File: src/hw/rtl/dht_pkg.sv
`timescale 1ns / 1ps

package dht_pkg;

    // Default geometry of the table
    localparam int TABLE_SIZE_DEF = 127;
    localparam int STEP_PRIME_DEF = 13;

    // Fixed field widths
    localparam int KEY_W    = 31;
    localparam int STATUS_W = 3;
    localparam int COMP_W   = 7;
    localparam int SLOT_W   = 7;
    localparam int MARK_W   = 2;
    localparam int HCNT_W   = $clog2(KEY_W);

    // Operation codes
    localparam logic MODE_INSERT = 1'b0;
    localparam logic MODE_DELETE = 1'b1;

    // Slot marks
    localparam logic [MARK_W-1:0] MARK_EMPTY   = 2'd0;
    localparam logic [MARK_W-1:0] MARK_USED    = 2'd1;
    localparam logic [MARK_W-1:0] MARK_DELETED = 2'd2;

    // Result status codes
    localparam logic [STATUS_W-1:0] STAT_INSERTED  = 3'd0;
    localparam logic [STATUS_W-1:0] STAT_DUPLICATE = 3'd1;
    localparam logic [STATUS_W-1:0] STAT_FULL      = 3'd2;
    localparam logic [STATUS_W-1:0] STAT_DELETED   = 3'd3;
    localparam logic [STATUS_W-1:0] STAT_NOT_FOUND = 3'd4;

    typedef struct packed {
        logic             mode;
        logic [KEY_W-1:0] key;
    } in_t;

    typedef struct packed {
        logic [STATUS_W-1:0] status;
        logic [COMP_W-1:0]   comparisons;
        logic [SLOT_W-1:0]   slot;
    } out_t;

    // One table entry: mark and key share a word
    typedef struct packed {
        logic [MARK_W-1:0] mark;
        logic [KEY_W-1:0]  key;
    } entry_t;

    typedef enum logic [2:0] {
        ST_CLEAR,
        ST_IDLE,
        ST_HASH,
        ST_PROBE,
        ST_FIN
    } state_t;

    typedef enum logic [1:0] {
        HP_IDLE,
        HP_KEY,
        HP_STEP
    } hash_phase_t;

    // Clamp a count to the comparisons field
    function automatic logic [COMP_W-1:0] sat_comp(input logic [31:0] v);
        logic [COMP_W-1:0] r;
        if (v > 32'((1 << COMP_W) - 1)) begin
            r = COMP_W'((1 << COMP_W) - 1);
        end else begin
            r = COMP_W'(v);
        end
        return r;
    endfunction

endpackage

File: src/hw/rtl/double_hash_table_insert_delete.sv
`timescale 1ns / 1ps
// Flow: the key is hashed, then the probe walk issues one table read a cycle, and the
// result is posted to the output register, where m_ready may hold it.
// One operation at a time: s_ready is high only while idle. The single read port of
// the slot memory sets the pace of the probe walk.
// Reset: aresetn, synchronous, active low; after it a clearing pass marks every slot
// empty, with s_ready low throughout.
module double_hash_table_insert_delete #(
    parameter int TABLE_SIZE = dht_pkg::TABLE_SIZE_DEF,
    parameter int STEP_PRIME = dht_pkg::STEP_PRIME_DEF
) (
    input  logic          aclk,
    input  logic          aresetn,
    input  logic          s_valid,
    output logic          s_ready,
    input  dht_pkg::in_t  s_data,
    output logic          m_valid,
    input  logic          m_ready,
    output dht_pkg::out_t m_data
);
    import dht_pkg::*;

    localparam int SW   = $clog2(TABLE_SIZE);
    localparam int CNTW = $clog2(TABLE_SIZE + 1);

    state_t          state_reg, state_next;
    in_t             op_reg, op_next;
    logic [SW-1:0]   clr_cnt_reg, clr_cnt_next;
    logic [SW-1:0]   next_slot_reg, next_slot_next;
    logic [SW-1:0]   cur_slot_reg, cur_slot_next;
    logic [CNTW-1:0] probe_cnt_reg, probe_cnt_next;
    logic [CNTW-1:0] cur_idx_reg, cur_idx_next;
    logic [CNTW-1:0] comps_reg, comps_next;
    logic            pend_reg, pend_next;
    logic            have_tomb_reg, have_tomb_next;
    logic [SW-1:0]   tomb_reg, tomb_next;
    out_t            res_reg, res_next;
    out_t            m_data_reg, m_data_next;
    logic            m_valid_reg, m_valid_next;

    logic            hash_start, hash_done;
    logic [SW-1:0]   start_slot, step_slot;
    logic            mem_we;
    logic [SW-1:0]   mem_waddr, mem_raddr;
    entry_t          mem_wdata, mem_rdata;

    logic            issue_ok, key_hit;
    logic [SW:0]     adv_sum;
    logic [SW-1:0]   adv_slot, dst_slot;
    logic [CNTW-1:0] comps_inc;

    dht_hash #(
        .TABLE_SIZE(TABLE_SIZE),
        .STEP_PRIME(STEP_PRIME),
        .SW        (SW)
    ) u_hash (
        .aclk      (aclk),
        .aresetn   (aresetn),
        .start     (hash_start),
        .key       (op_reg.key),
        .done      (hash_done),
        .start_slot(start_slot),
        .step_slot (step_slot)
    );

    dht_mem #(
        .DEPTH(TABLE_SIZE),
        .AW   (SW)
    ) u_mem (
        .aclk (aclk),
        .we   (mem_we),
        .waddr(mem_waddr),
        .wdata(mem_wdata),
        .raddr(mem_raddr),
        .rdata(mem_rdata)
    );

    // Probe address advance and key compare
    always_comb begin
        issue_ok  = probe_cnt_reg < CNTW'(TABLE_SIZE);
        adv_sum   = {1'b0, next_slot_reg} + {1'b0, step_slot};
        if (adv_sum >= (SW + 1)'(TABLE_SIZE)) begin
            adv_slot = SW'(adv_sum - (SW + 1)'(TABLE_SIZE));
        end else begin
            adv_slot = SW'(adv_sum);
        end
        key_hit   = mem_rdata.key == op_reg.key;
        comps_inc = comps_reg + CNTW'(1);
        dst_slot  = have_tomb_reg ? tomb_reg : cur_slot_reg;
    end

    // Sequencer: clear, hash, probe, post
    always_comb begin
        state_next     = state_reg;
        op_next        = op_reg;
        clr_cnt_next   = clr_cnt_reg;
        next_slot_next = next_slot_reg;
        cur_slot_next  = cur_slot_reg;
        probe_cnt_next = probe_cnt_reg;
        cur_idx_next   = cur_idx_reg;
        comps_next     = comps_reg;
        pend_next      = pend_reg;
        have_tomb_next = have_tomb_reg;
        tomb_next      = tomb_reg;
        res_next       = res_reg;
        m_data_next    = m_data_reg;
        m_valid_next   = m_valid_reg && !m_ready;
        hash_start     = 1'b0;
        mem_we         = 1'b0;
        mem_waddr      = cur_slot_reg;
        mem_wdata      = '{mark: MARK_USED, key: op_reg.key};
        mem_raddr      = next_slot_reg;
        s_ready        = 1'b0;
        case (state_reg)
            ST_CLEAR: begin
                mem_we    = 1'b1;
                mem_waddr = clr_cnt_reg;
                mem_wdata = '{mark: MARK_EMPTY, key: '0};
                if (clr_cnt_reg == SW'(TABLE_SIZE - 1)) begin
                    state_next = ST_IDLE;
                end else begin
                    clr_cnt_next = clr_cnt_reg + SW'(1);
                end
            end
            ST_IDLE: begin
                s_ready = 1'b1;
                if (s_valid) begin
                    op_next    = s_data;
                    state_next = ST_HASH;
                end
            end
            ST_HASH: begin
                hash_start = !hash_done;
                if (hash_done) begin
                    next_slot_next = start_slot;
                    probe_cnt_next = '0;
                    pend_next      = 1'b0;
                    comps_next     = '0;
                    have_tomb_next = 1'b0;
                    tomb_next      = '0;
                    state_next     = ST_PROBE;
                end
            end
            ST_PROBE: begin
                if (pend_reg) begin
                    // Judge the slot whose read was issued last cycle
                    if (op_reg.mode == MODE_INSERT) begin
                        if (mem_rdata.mark == MARK_EMPTY) begin
                            mem_we     = 1'b1;
                            mem_waddr  = dst_slot;
                            res_next   = '{status: STAT_INSERTED,
                                          comparisons: sat_comp(32'(comps_reg)),
                                          slot: SLOT_W'(dst_slot)};
                            state_next = ST_FIN;
                        end else if (mem_rdata.mark == MARK_DELETED) begin
                            if (!have_tomb_reg) begin
                                have_tomb_next = 1'b1;
                                tomb_next      = cur_slot_reg;
                            end
                        end else begin
                            comps_next = comps_inc;
                            if (key_hit) begin
                                res_next   = '{status: STAT_DUPLICATE,
                                              comparisons: sat_comp(32'(comps_inc)),
                                              slot: '0};
                                state_next = ST_FIN;
                            end
                        end
                    end else begin
                        if (mem_rdata.mark == MARK_USED && key_hit) begin
                            mem_we     = 1'b1;
                            mem_wdata  = '{mark: MARK_DELETED, key: op_reg.key};
                            res_next   = '{status: STAT_DELETED,
                                          comparisons: sat_comp(32'(cur_idx_reg) + 32'd1),
                                          slot: SLOT_W'(cur_slot_reg)};
                            state_next = ST_FIN;
                        end
                    end
                end else if (!issue_ok) begin
                    // Every probe seen without a decision
                    state_next = ST_FIN;
                    if (op_reg.mode == MODE_INSERT) begin
                        if (have_tomb_reg) begin
                            mem_we    = 1'b1;
                            mem_waddr = tomb_reg;
                            res_next  = '{status: STAT_INSERTED,
                                         comparisons: sat_comp(32'(comps_reg)),
                                         slot: SLOT_W'(tomb_reg)};
                        end else begin
                            res_next = '{status: STAT_FULL,
                                        comparisons: sat_comp(32'(TABLE_SIZE)),
                                        slot: '0};
                        end
                    end else begin
                        res_next = '{status: STAT_NOT_FOUND, comparisons: '0, slot: '0};
                    end
                end
                // Advance the read pipeline unless the operation ends here
                if (state_next == ST_PROBE) begin
                    pend_next     = issue_ok;
                    cur_slot_next = next_slot_reg;
                    cur_idx_next  = probe_cnt_reg;
                    if (issue_ok) begin
                        next_slot_next = adv_slot;
                        probe_cnt_next = probe_cnt_reg + CNTW'(1);
                    end
                end else begin
                    pend_next = 1'b0;
                end
            end
            ST_FIN: begin
                // Hold the result until the output register is free
                if (!m_valid_reg || m_ready) begin
                    m_data_next  = res_reg;
                    m_valid_next = 1'b1;
                    pend_next    = 1'b0;
                    state_next   = ST_IDLE;
                end
            end
            default: begin
                state_next = ST_IDLE;
            end
        endcase
    end

    always_ff @(posedge aclk) begin
        if (!aresetn) begin
            state_reg   <= ST_CLEAR;
            clr_cnt_reg <= '0;
            pend_reg    <= 1'b0;
            m_valid_reg <= 1'b0;
        end else begin
            state_reg   <= state_next;
            clr_cnt_reg <= clr_cnt_next;
            pend_reg    <= pend_next;
            m_valid_reg <= m_valid_next;
        end
    end

    always_ff @(posedge aclk) begin
        op_reg        <= op_next;
        next_slot_reg <= next_slot_next;
        cur_slot_reg  <= cur_slot_next;
        probe_cnt_reg <= probe_cnt_next;
        cur_idx_reg   <= cur_idx_next;
        comps_reg     <= comps_next;
        have_tomb_reg <= have_tomb_next;
        tomb_reg      <= tomb_next;
        res_reg       <= res_next;
        m_data_reg    <= m_data_next;
    end

    assign m_valid = m_valid_reg;
    assign m_data  = m_data_reg;

`ifndef NO_ASSERTIONS
    // Table writes only during the clearing pass or at the end of a probe walk
    a_write_state: assert property (@(posedge aclk) disable iff (!aresetn)
        mem_we |-> (state_reg == ST_CLEAR || state_reg == ST_PROBE))
        else $error("slot memory written outside clear or probe");

    // A pending probe never lies beyond the table
    a_pend_range: assert property (@(posedge aclk) disable iff (!aresetn)
        pend_reg |-> (32'(cur_idx_reg) < TABLE_SIZE && state_reg == ST_PROBE))
        else $error("pending probe out of range");

    // An accepted beat starts hashing on the next cycle
    a_accept_hash: assert property (@(posedge aclk) disable iff (!aresetn)
        (s_valid && s_ready) |=> (state_reg == ST_HASH))
        else $error("accepted beat did not start hashing");
`endif

endmodule

File: src/hw/rtl/dht_mem.sv
`timescale 1ns / 1ps

module dht_mem #(
    parameter int DEPTH = dht_pkg::TABLE_SIZE_DEF,
    parameter int AW    = $clog2(dht_pkg::TABLE_SIZE_DEF)
) (
    input  logic            aclk,
    input  logic            we,
    input  logic [AW-1:0]   waddr,
    input  dht_pkg::entry_t wdata,
    input  logic [AW-1:0]   raddr,
    output dht_pkg::entry_t rdata
);
    import dht_pkg::*;

    entry_t mem [DEPTH];
    entry_t rdata_reg;

    // Write one entry
    always_ff @(posedge aclk) begin
        if (we) begin
            mem[waddr] <= wdata;
        end
    end

    // Registered read
    always_ff @(posedge aclk) begin
        rdata_reg <= mem[raddr];
    end

    assign rdata = rdata_reg;

endmodule

File: src/hw/rtl/dht_hash.sv
`timescale 1ns / 1ps

module dht_hash #(
    parameter int TABLE_SIZE = dht_pkg::TABLE_SIZE_DEF,
    parameter int STEP_PRIME = dht_pkg::STEP_PRIME_DEF,
    parameter int SW         = $clog2(dht_pkg::TABLE_SIZE_DEF)
) (
    input  logic                      aclk,
    input  logic                      aresetn,
    input  logic                      start,
    input  logic [dht_pkg::KEY_W-1:0] key,
    output logic                      done,
    output logic [SW-1:0]             start_slot,
    output logic [SW-1:0]             step_slot
);
    import dht_pkg::*;

    localparam int SPW = $clog2(STEP_PRIME + 1);
    localparam int RTW = $clog2(2 * TABLE_SIZE);
    localparam int RPW = $clog2(2 * STEP_PRIME);
    // Reciprocals scaled by 2^32: the quotient they give is low by at most one
    localparam logic [32:0] RECIP_T = 33'((64'd1 << 32) / 64'(TABLE_SIZE));
    localparam logic [32:0] RECIP_P = 33'((64'd1 << 32) / 64'(STEP_PRIME));

    hash_phase_t       phase_reg, phase_next;
    logic [HCNT_W-1:0] cnt_reg, cnt_next;
    logic [KEY_W-1:0]  key_reg, key_next;
    logic [63:0]       prod_t_reg, prod_t_next;
    logic [63:0]       prod_p_reg, prod_p_next;
    logic [RTW-1:0]    rt_reg, rt_next;
    logic [RPW-1:0]    rp_reg, rp_next;
    logic [SPW-1:0]    sv_reg, sv_next;
    logic [63:0]       prod_s_reg, prod_s_next;
    logic [RTW-1:0]    rs_reg, rs_next;
    logic [SW-1:0]     r1_reg, r1_next;
    logic [SW-1:0]     r3_reg, r3_next;
    logic              done_reg, done_next;

    logic [63:0]       diff_t, diff_p, diff_s;
    logic [RPW-1:0]    rp_fix;

    // Remainder estimates: value less estimated quotient times modulus, below twice the modulus
    always_comb begin
        diff_t = 64'(key_reg) - 64'(prod_t_reg[63:32]) * 64'(TABLE_SIZE);
        diff_p = 64'(key_reg) - 64'(prod_p_reg[63:32]) * 64'(STEP_PRIME);
        diff_s = 64'(sv_reg) - 64'(prod_s_reg[63:32]) * 64'(TABLE_SIZE);
        if (rp_reg >= RPW'(STEP_PRIME)) begin
            rp_fix = rp_reg - RPW'(STEP_PRIME);
        end else begin
            rp_fix = rp_reg;
        end
    end

    always_comb begin
        phase_next  = phase_reg;
        cnt_next    = cnt_reg;
        key_next    = key_reg;
        prod_t_next = prod_t_reg;
        prod_p_next = prod_p_reg;
        rt_next     = rt_reg;
        rp_next     = rp_reg;
        sv_next     = sv_reg;
        prod_s_next = prod_s_reg;
        rs_next     = rs_reg;
        r1_next     = r1_reg;
        r3_next     = r3_reg;
        done_next   = 1'b0;
        case (phase_reg)
            HP_IDLE: begin
                // Multiply the key by both reciprocals
                if (start) begin
                    key_next    = key;
                    prod_t_next = 64'(key) * 64'(RECIP_T);
                    prod_p_next = 64'(key) * 64'(RECIP_P);
                    cnt_next    = '0;
                    phase_next  = HP_KEY;
                end
            end
            HP_KEY: begin
                if (cnt_reg == '0) begin
                    // Take the remainder estimates
                    rt_next  = diff_t[RTW-1:0];
                    rp_next  = diff_p[RPW-1:0];
                    cnt_next = HCNT_W'(1);
                end else begin
                    // One compare and subtract settles each remainder
                    if (rt_reg >= RTW'(TABLE_SIZE)) begin
                        r1_next = SW'(rt_reg - RTW'(TABLE_SIZE));
                    end else begin
                        r1_next = SW'(rt_reg);
                    end
                    sv_next    = SPW'(rp_fix) + SPW'(1);
                    cnt_next   = '0;
                    phase_next = HP_STEP;
                end
            end
            HP_STEP: begin
                // Reduce the step modulo the table size the same way
                if (cnt_reg == '0) begin
                    prod_s_next = 64'(sv_reg) * 64'(RECIP_T);
                    cnt_next    = HCNT_W'(1);
                end else if (cnt_reg == HCNT_W'(1)) begin
                    rs_next  = diff_s[RTW-1:0];
                    cnt_next = HCNT_W'(2);
                end else begin
                    if (rs_reg >= RTW'(TABLE_SIZE)) begin
                        r3_next = SW'(rs_reg - RTW'(TABLE_SIZE));
                    end else begin
                        r3_next = SW'(rs_reg);
                    end
                    done_next  = 1'b1;
                    phase_next = HP_IDLE;
                end
            end
            default: begin
                phase_next = HP_IDLE;
            end
        endcase
    end

    always_ff @(posedge aclk) begin
        if (!aresetn) begin
            phase_reg <= HP_IDLE;
            done_reg  <= 1'b0;
        end else begin
            phase_reg <= phase_next;
            done_reg  <= done_next;
        end
    end

    always_ff @(posedge aclk) begin
        cnt_reg    <= cnt_next;
        key_reg    <= key_next;
        prod_t_reg <= prod_t_next;
        prod_p_reg <= prod_p_next;
        rt_reg     <= rt_next;
        rp_reg     <= rp_next;
        sv_reg     <= sv_next;
        prod_s_reg <= prod_s_next;
        rs_reg     <= rs_next;
        r1_reg     <= r1_next;
        r3_reg     <= r3_next;
    end

    assign done       = done_reg;
    assign start_slot = r1_reg;
    assign step_slot  = r3_reg;

endmodule

File: config.mk
export PLATFORM = sky130hd
export DESIGN_NAME = double_hash_table_insert_delete
export DESIGN_NICKNAME = d
export VERILOG_FILES = /design/src/hw/rtl/dht_pkg.sv /design/src/hw/rtl/double_hash_table_insert_delete.sv /design/src/hw/rtl/dht_mem.sv /design/src/hw/rtl/dht_hash.sv
export SDC_FILE = /design/constraint.sdc
export NUM_CORES = 2
export LEC_CHECK = 0
export BUFFER_PORTS_ARGS = -buffer_cell sky130_fd_sc_hd__buf_2
export CORE_MARGIN = 3
export CORE_UTILIZATION = 38
export DETAILED_ROUTE_END_ITERATION = 16
export GPL_TIMING_DRIVEN = 0
export SLEW_MARGIN = 20
export SYNTH_ARGS = -nofsm -noshare
export SYNTH_HDL_FRONTEND = slang
export SYNTH_MEMORY_MAX_BITS = 65536
export SYNTH_SLANG_ARGS = --single-unit
File: constraint.sdc
create_clock -name aclk -period 26.7 [get_ports aclk]
set_clock_uncertainty 0.1 [all_clocks]
set_input_delay 4.005 -clock aclk [delete_from_list [all_inputs] [get_ports aclk]]
set_output_delay 4.005 -clock aclk [all_outputs]
set_load 0.1 [all_outputs]
==> run summary <==
status - complete, no violations
internal power - 10900 uW
Pins Over Slew Limit - 0
Crit. End Element - flip-flop
cell area after synthesis - 181000 sq um
DRC errors left - 0
largest cells by area after synthesis - sky130_fd_sc_hd__edfxtp_1 72%, sky130_fd_sc_hd__mux4_2 16%, sky130_fd_sc_hd__fa_1 2.9%
critical-path maximum fanout - 7
Synth Net Count - 8880
post-synth top area share - 72.25%
Yosys warning total - 0
Post-CTS Hold Buffers - 0
path category of the worst min-delay check - reg -> reg
Overall Global Routing Usage - 20.24%
Clock power frac - 44.3%
DR WL met3 - 41460 um
worst voltage drop across the vdd grid - 0.06557 mV
worst slew pin tran - 1.176 ns
share of total power consumed by net switching - 19.84%
total count of hold-check failures in the final report - 0
sum of overflow across all layers after global routing - 0
count of cells along the worst register-to-register path - 20
routed wirelength normalized by instance count - 31.52 um
number of buffers inserted by port buffering - 54
Worst-path clk slew - 0.07 ns
half-perimeter wire length of the detailed placement result - 353500 um
placement row count - 252
minimum clock period - 8.603 ns
setup slack, reg-to-reg - 18.10 ns
post-cts resize count - 0
Cell variety after synth - 67
sum of routed wire segments on met1 - 200500 um
number of flip-flops in the largest register - 4191
H-tree levels - 5
combinational power share - 0.5%
Core Region - 472600 sq um
clock net sink count - 4403
wire length of the first global-routing pass - 693100 um
cell count after synthesis - 8228
worst setup path class - reg -> reg
mean cell area of the mapped netlist - 22.00 sq um
clock insertion delay at the later pin of the skew report - 1.03 ns
net total in the final layout - 9719
die height - 696.2 um
Root Buffer Master - sky130_fd_sc_hd__clkbuf_16
Post-synth EDFFs - 4355
GPL Wtd Cong - 0.8701
I/O pin total - 55
maximum clock insertion buffer count - 4
count of endpoints failing setup in the final report - 0
power consumption - 13590 uW
post-synthesis sequential area ratio - 72.78%
CTS tree - yes
highest clock frequency the design can meet - 0.1162 GHz
First-pass DRT Iterations - 5
maximum number of pins on one net before global-route repair - 44
power density relative to cell area - 64.14 nW/um^2
Relative slew margins - 19.33%
share of synthesized registers carrying an async set or reset - 0%
required time reported for the critical path endpoint - 27.32 ns
worst hold path stage count - 0
synthesis-stage register bit count - 4403
Die W - 696.2 um
kind of start point of the critical path - flip-flop
Die Footprint - 484600 sq um
leading area contributor after synthesis - sky130_fd_sc_hd__edfxtp_1
portion of the clock cycle consumed by the worst path in the final layout - 32.22%
layout cells sized above 1 - 28.42%
vias in the first global route - 89040
number of DRC markers after the initial detailed-route iteration - 11470
routed wl met2 - 233000 um
static leakage - 0.06828 uW
vias per inst - 5.620
antenna violations before repair - 35
final standard cell utilization of the core - 44.84%
initial cell density of the core - 38.30%
RSZ-0062 raised after global routing - no
max-cap violations - 0
portion of total power attributed to sequential cells - 55.2%
sw power - 2697 uW
via count of the routed design - 88010
top_reg_cell synth - sky130_fd_sc_hd__edfxtp_1
highest metal layer with signal wires - met5
final total negative setup slack - 0 ns
arrival time reported for the critical path endpoint - 9.22 ns
setup repair bufs after CTS - 0
number of buffers created by CTS - 425
number of routed nets with antenna violations - 0
synth-to-layout area growth - 17.08%
sum of routed wire length over all layers - 493700 um
[cells in the mapped netlist (23+ instances only)]
master                        n
sky130_fd_sc_hd__fa_1       258
sky130_fd_sc_hd__clkbuf_1   186
sky130_fd_sc_hd__a21oi_1     44
sky130_fd_sc_hd__a221oi_1    37
sky130_fd_sc_hd__edfxtp_1  4355
sky130_fd_sc_hd__ha_1       358
sky130_fd_sc_hd__mux4_2    1319
sky130_fd_sc_hd__dfxtp_1     48
sky130_fd_sc_hd__xnor2_1    104
sky130_fd_sc_hd__inv_1      521
sky130_fd_sc_hd__nand2_1     97
sky130_fd_sc_hd__o21ai_0     64
sky130_fd_sc_hd__buf_1       35
sky130_fd_sc_hd__and2_1      23
sky130_fd_sc_hd__buf_2      116
sky130_fd_sc_hd__nor2_1     248
sky130_fd_sc_hd__nand3_1     25
sky130_fd_sc_hd__xor2_1      36
sky130_fd_sc_hd__mux2i_1    112
[power groups by stage]
stage / Combinational, uW / Clock [uW] / Sequential [uW]
2_1_floorplan: 27.6 / 0 / 7650
3_3_place_gp: 54.6 / 0 / 7650
3_5_place_dp: 69.0 / 0 / 7650
4_1_cts: 69.4 / 6110 / 7510
5_1_grt: 71.3 / 6390 / 7500
6_report: 69.4 / 6020 / 7510
[worst max-delay path, cell delays in order (launching register included)]
cell and delay [ns]:
sky130_fd_sc_hd__edfxtp_1 0.99, sky130_fd_sc_hd__inv_1 0.65, sky130_fd_sc_hd__fa_1 0.66, sky130_fd_sc_hd__inv_1 0.04, sky130_fd_sc_hd__ha_1 0.28, sky130_fd_sc_hd__inv_1 0.07
sky130_fd_sc_hd__fa_1 0.43, sky130_fd_sc_hd__fa_1 0.51, sky130_fd_sc_hd__inv_1 0.05, sky130_fd_sc_hd__fa_1 0.60, sky130_fd_sc_hd__fa_1 0.45, sky130_fd_sc_hd__fa_1 0.49
sky130_fd_sc_hd__inv_1 0.05, sky130_fd_sc_hd__fa_1 0.47, sky130_fd_sc_hd__inv_1 0.05, sky130_fd_sc_hd__ha_1 0.18, sky130_fd_sc_hd__nor3_1 0.23, sky130_fd_sc_hd__nor4b_1 0.91
sky130_fd_sc_hd__o32a_1 0.34, sky130_fd_sc_hd__nand2_1 0.10, sky130_fd_sc_hd__a221oi_1 0.62
[kinds of logic after synthesis]
group | share of synthesized area (%)
flip-flops | 72.78
multiplexers | 17.04
buffers and inverters | 1.936
adder cells (fa/ha/maj) | 5.328
AND/OR/NAND/NOR | 1.279
AO/OA/AOI/OAI | 0.9560
XOR/XNOR | 0.6774
[metrics by stage]
| step | hold WS [ns] | area [sq um] | cells | setup slack [ns] |
|---|---|---|---|---|
| after global routing | 0.3266 | 211900 | 15650 | 17.86 |
| after floorplan | 0.3003 | 181000 | 8228 | 10.62 |
| final | 0.3019 | 211900 | 15660 | 18.10 |
| after detailed placement | 0.3052 | 198100 | 14860 | 18.29 |
| after CTS | 0.3177 | 211900 | 15650 | 18.21 |
| after global placement | 0.3067 | 189100 | 14510 | -17.47 |
[path summary, 6_finish.rpt]
| path | start | endpoint |
|---|---|---|
| hold reg to reg | res_reg[15] | m_data[15] |
| setup / recovery | op_reg[16] | u_hash.prod_p_reg[35] |
| setup reg to reg | op_reg[16] | u_hash.prod_p_reg[35] |
| hold / removal | res_reg[15] | m_data[15] |
[cell type report]
type                       instances  area (sq um)
antenna                           12         30.03
buffer                           354          1587
clock buffer                     508         10980
clock inverter                   277          2828
fill                           38820        260700
inverter                         521          1956
multi-input combinational       2950         46990
sequential                      4403        131700
tap                             6223          7786
timing repair buffer             412          8026
[layout by cell type (no fill, tap or decap), types with 11 or more instances in the layout]
cell and instances:
sky130_fd_sc_hd__nor2b_1 12, sky130_fd_sc_hd__edfxtp_1 4355, sky130_fd_sc_hd__clkinv_8 11, sky130_fd_sc_hd__inv_1 521
sky130_fd_sc_hd__clkbuf_1 242, sky130_fd_sc_hd__xnor2_1 104, sky130_fd_sc_hd__a21o_1 18, sky130_fd_sc_hd__buf_4 20
sky130_fd_sc_hd__clkinvlp_4 15, sky130_fd_sc_hd__buf_16 137, sky130_fd_sc_hd__bufinv_16 44, sky130_fd_sc_hd__buf_2 185
sky130_fd_sc_hd__fa_1 258, sky130_fd_sc_hd__buf_12 169, sky130_fd_sc_hd__buf_1 30, sky130_fd_sc_hd__and2_1 22
sky130_fd_sc_hd__nand4_1 18, sky130_fd_sc_hd__clkbuf_2 28, sky130_fd_sc_hd__dfxtp_1 48, sky130_fd_sc_hd__o21ai_0 64
sky130_fd_sc_hd__nor3_1 14, sky130_fd_sc_hd__clkbuf_16 426, sky130_fd_sc_hd__mux4_2 1319, sky130_fd_sc_hd__nand3_1 25
sky130_fd_sc_hd__inv_6 11, sky130_fd_sc_hd__buf_8 32, sky130_fd_sc_hd__diode_2 12, sky130_fd_sc_hd__nand2b_1 12
sky130_fd_sc_hd__nor2_1 97, sky130_fd_sc_hd__a221oi_1 37, sky130_fd_sc_hd__mux2i_1 112, sky130_fd_sc_hd__nand2_1 97
sky130_fd_sc_hd__ha_1 358, sky130_fd_sc_hd__clkinv_2 79, sky130_fd_sc_hd__clkinv_1 97, sky130_fd_sc_hd__nor2_4 151
sky130_fd_sc_hd__a21oi_1 42, sky130_fd_sc_hd__xor2_1 36
[routing by layer]
layer | global-route usage [%] | up-vias
li1 | - | 35560
met1 | 28.22 | 47950
met2 | 31.99 | 3799
met3 | 3.917 | 696
met4 | 6.944 | 2
met5 | 0.1386 | -
Note: power is estimated with default switching activity, not from simulation.
